<file path="config.mk">
export PLATFORM = sky130hd
export DESIGN_NAME = ssm_queue
export DESIGN_NICKNAME = d
export VERILOG_FILES = /design/src/design/ssm_pkg.sv /design/src/design/ssm_queue.sv
export SDC_FILE = /design/constraint.sdc
export NUM_CORES = 1
export LEC_CHECK = 0
export BUFFER_PORTS_ARGS = -buffer_cell sky130_fd_sc_hd__buf_4
export CAP_MARGIN = 40
export CORE_MARGIN = 10
export CORE_UTILIZATION = 45
export CTS_CLUSTER_DIAMETER = 40
export DETAILED_ROUTE_END_ITERATION = 10
export GPL_ROUTABILITY_DRIVEN = 0
export GPL_TIMING_DRIVEN = 0
export PLACE_DENSITY = 0.67
export SYNTH_ARGS = -nofsm -noshare
export SYNTH_HDL_FRONTEND = slang
export SYNTH_SLANG_ARGS = --single-unit
</file>
<file path="constraint.sdc">
create_clock -name clk -period 3.1 [get_ports clk]
set_clock_uncertainty 0.05 [all_clocks]
set_input_delay 0.31 -clock clk [delete_from_list [all_inputs] [get_ports clk]]
set_output_delay 0.31 -clock clk [all_outputs]
set_load 0.05 [all_outputs]
</file>
<file path="src/design/ssm_pkg.sv">
// ----------------------------------------------------------------------------
// ssm_pkg
// Shared types, codes and default sizes for the sparse-set membership core.
// ----------------------------------------------------------------------------
package ssm_pkg;

  // Default sizes; the top level takes these as parameter defaults.
  localparam int ID_SPACE_DEF    = 256;
  localparam int DENSE_DEPTH_DEF = 256;
  localparam int GEN_BITS_DEF    = 8;

  // Fixed field widths of the beats.
  localparam int ID_W  = 8;
  localparam int GEN_W = 8;
  localparam int IDX_W = 8;
  localparam int CNT_W = 9;

  // Depth of the command queue between front and back.
  localparam int QDEPTH = 2;

  typedef enum logic [1:0] {
    FN_ADD    = 2'd0,
    FN_REMOVE = 2'd1,
    FN_TEST   = 2'd2
  } func_t;

  typedef enum logic [1:0] {
    ST_OK      = 2'd0,
    ST_PRESENT = 2'd1,
    ST_ABSENT  = 2'd2,
    ST_FULL    = 2'd3
  } status_t;

  // Classified operation; OP_NONE answers "not present" without touching state.
  typedef enum logic [1:0] {
    OP_ADD    = 2'd0,
    OP_REMOVE = 2'd1,
    OP_TEST   = 2'd2,
    OP_NONE   = 2'd3
  } op_t;

  typedef struct packed {
    op_t              op;
    logic [ID_W-1:0]  id;
    logic [GEN_W-1:0] gen;
  } cmd_t;

  typedef struct packed {
    status_t          status;
    logic [IDX_W-1:0] dense_index;
    logic             move_payload;
    logic [IDX_W-1:0] moved_from_index;
    logic [CNT_W-1:0] active_count;
  } result_t;

endpackage

</file>
<file path="src/design/ssm_queue.sv">
// ----------------------------------------------------------------------------
// ssm_queue
// Short command FIFO that decouples the front from the back sequencer.
// ----------------------------------------------------------------------------
module ssm_queue import ssm_pkg::*; #(
  parameter int DEPTH = QDEPTH
) (
  input  logic clk,
  input  logic rst,
  input  logic push,
  input  cmd_t push_cmd,
  output logic full,
  input  logic pop,
  output logic q_valid,
  output cmd_t q_cmd
);

  localparam int AW = (DEPTH > 1) ? $clog2(DEPTH) : 1;
  localparam int CW = $clog2(DEPTH + 1);

  cmd_t          slots [DEPTH];
  logic [AW-1:0] wr_ptr;
  logic [AW-1:0] rd_ptr;
  logic [CW-1:0] count;

  assign full    = count == CW'(DEPTH);
  assign q_valid = count != '0;
  assign q_cmd   = slots[rd_ptr];

  always_ff @(posedge clk) begin
    if (push) begin
      slots[wr_ptr] <= push_cmd;
    end
  end

  always_ff @(posedge clk) begin
    if (rst) begin
      wr_ptr <= '0;
      rd_ptr <= '0;
      count  <= '0;
    end else begin
      if (push) begin
        wr_ptr <= (wr_ptr == AW'(DEPTH - 1)) ? '0 : wr_ptr + AW'(1);
      end
      if (pop) begin
        rd_ptr <= (rd_ptr == AW'(DEPTH - 1)) ? '0 : rd_ptr + AW'(1);
      end
      if (push && !pop) begin
        count <= count + CW'(1);
      end else if (pop && !push) begin
        count <= count - CW'(1);
      end
    end
  end

endmodule

</file>
==> impl_metrics.tcl <==
set metrics [dict create \
    fin_crit_sh_pct 63.00 \
    root_buffer "clkbuf_4" \
    cts_sinks 41 \
    timing.fmax_mhz 512.0 \
    cpMaxStageDelayCell "mux2_2" \
    synth-xor-area-share_pct 2.320 \
    r2r_slack_ns 1.57 \
    p_int_uw 828.6 \
    total_power_mw 1.160 \
    vias 796 \
    met2_usage_pct 15.34 \
    core.rowCount 20 \
    fp.dieH_um 77.93 \
    worst_slack_ns 1.147 \
    maxSlewViolCount 0 \
    avgSynthCellArea_um2 19.36 \
    nNetsFinal 150 \
    diodes 0 \
    hold_viol 0 \
    r2r-end "slots[1][12]$_DFFE_PP_" \
    antenna_found_initial 0 \
    placed_area_mm2 0.001891 \
    hold_class "in -> reg" \
    cts_made_buffers 5 \
    final_cells 172 \
    dpl.cell_count 164 \
    hold_buffers 0 \
    fp.dieArea_mm2 0.006073 \
    yosys_warnings 0 \
    p_seq_share_pct 56.2 \
    yosysUniqueCellTypes 17 \
    setup_viol_count_final 0 \
    cts.path.max_buffers 2 \
    crit_path_max_incr_delay_ns 0.34 \
    crit_type "reg -> out" \
    die_x_um 77.93 \
    io_pins 42 \
    rsz0062_at_grt "false" \
    crit_required_ns 2.74 \
    grt_pass1_vias 878 \
    hold_end "slots[0][13]$_DFFE_PP_" \
    htreeDepth 2 \
    worstMarginPinSlew_ns 0.8674 \
    grt_overflow_total 0 \
    use_met1_pct 9.521 \
    status "complete, no violations" \
    ff_latch_area_mm2 0.001181 \
    tritoncts "done" \
    track_usage_pct 9.258 \
    max-vdd-ir-drop_v 0.0003981 \
    clkTransAtPathRegs_ns 0.11 \
    worstPathCellList "buf_2 -> buf_6 -> mux2_2 -> buf_4" \
    core_area_mm2 0.003128 \
    syn_inst 78 \
    fin_util_pct 62.04 \
    critPathLaunchType "flip-flop" \
    dp_hpwl_um 1915 \
    synth_top_family_by_area "multiplexers" \
    relSlewSlack_pct 42.18 \
    cts_resized 0 \
    pwr-share-clk_pct 20.7 \
    synthAdderAreaFrac_pct 0.8285 \
    wire_per_inst_um 15.03 \
    post-route-min-period_ns 1.953 \
    p_per_area_mw_per_mm2 597.6 \
    grt_pass1_wl_um 4284 \
    first_pass_iters 4 \
    start_util_pct 48.28 \
    clk_latency_ns 0.33 \
    stdcell_area_mm2 0.001941 \
    p_sw_share_pct 28.55 \
    critPathMaxFanout 10 \
    whs_path_depth 1 \
    synth_compound_area_share_pct 0.6628 \
    grt_most_used_layer "met2" \
    port_buffers 41 \
    vias_per_cell 4.628 \
    seq_area_frac_synth_pct 78.21 \
    fillCellCount 262 \
    holdWs_ns 0.1004 \
    synth_mux_area_share_pct 13.42 \
    drt_iter0_markers 27 \
    drtAntennaViolNets 0 \
    syn_area_mm2 0.001510 \
    drc 0 \
    met3_usage_pct 5.530 \
    multi_input_area_um2 311.5 \
    synthToLayoutAreaGrowth_pct 28.50 \
    postCtsSetupRepairBufs 0 \
    rr_worst_depth 1 \
    ys_ff_latch 41 \
    maxCapViolCount 0 \
    p_leak_nw 0.7482 \
    cp-end-kind "output pin" \
    setup-tns-final_ns 0 \
    wl_um 2585 \
    synth.net_count 101 \
    place_ws_ns 1.503 \
    yosys.area_share.simple_pct 3.231 \
    drive_gt1_share_pct 55.47 \
    grt_max_degree 19 \
    reg2reg_from "wr_ptr$_SDFFE_PP0P_" \
    power_switching_uw 331.0 \
    arrival_ns 1.59 \
    min_from "push_cmd[13]" \
    p_comb_share_pct 23.1 \
]
Yosys cell counts:
cell,instances,area share (%)
inv_1,1,0.25
ha_1,1,0.83
dfxtp_1,5,6.6
buf_2,1,0.33
and2_1,1,0.41
nor2b_1,1,0.41
o21ai_0,1,0.33
a21oi_1,1,0.33
or3_1,1,0.41
edfxtp_1,36,72
xor2_1,2,1.2
xnor2_1,2,1.2
mux2_2,18,13
nor2_1,4,0.99
or2_2,1,0.41
buf_6,1,0.75
and2b_2,1,0.58
final cells by class:
type,count,share of cell area [%]
repair buffers,42,16.63
plain buffers,2,0.8382
clock buffers,7,2.321
clock inverters,1,0.2579
inverters,1,0.1934
flip-flops and latches,41,60.86
well taps,44,2.837
multi-input cells,34,16.05
power groups by stage:
stage,Combinational (mW),Sequential [mW],Clock [mW]
global route,0.286,0.656,0.279
finish,0.268,0.652,0.240
CTS,0.273,0.652,0.255
global placement,0.266,0.663,0
floorplan,0.184,0.661,0
detailed placement,0.273,0.665,0
critical path: cells and delay by family, from the launching register on:
kind	cells	cell delay [ns]
DFF	1	0.32
buffers and inverters	3	0.61
muxes	1	0.34
registers in the layout (all words and copies together), names as in the netlist, named ones only:
name	count
slots	36
rd_ptr	1
wr_ptr	1
count	2
how the worst max path moves through the flow:
| stage | endpoint | depth (start not counted) | from | slack [ns] |
|---|---|---|---|---|
| floorplan | slots[0][0]$_DFFE_PP_ | 1 | push | 1.50 |
| global placement | slots[0][16]$_DFFE_PP_ | 2 | push | 0.94 |
| detailed placement | q_cmd[12] | 4 | flip-flop | 1.50 |
| CTS | q_cmd[11] | 4 | flip-flop | 1.11 |
| global route | q_cmd[15] | 4 | flip-flop | 1.0 |
| finish | q_cmd[11] | 4 | flip-flop | 1.15 |
logic make-up after synthesis:
group / count (synthesis)
xor gates and xnor gates: 4
and+or+nand+nor: 9
muxes: 18
AOI/OAI and AO/OA: 2
DFF: 41
buffers and inverters: 3
adders and majority gates: 1
per-layer routing:
layer / wire, µm / share of wire, %
met1: 995 / 38
met2: 1359 / 53
met3: 195 / 7.5
met4: 34 / 1.3
met5: 0 / 0
cells in the final DEF, fill, tap and decap left out, drive strengths merged:
cell type	synthesis	final
edfxtp	36	36
o21ai	1	1
buf	2	44
xnor2	2	2
ha	1	1
clkbuf	0	7
and2b	1	1
and2	1	1
mux2	18	18
nor2b	1	1
inv	1	1
xor2	2	2
clkinv	0	1
dfxtp	5	5
a21oi	1	1
nor2	4	4
or2	1	1
or3	1	1
Note: power is estimated with default switching activity, not from simulation.
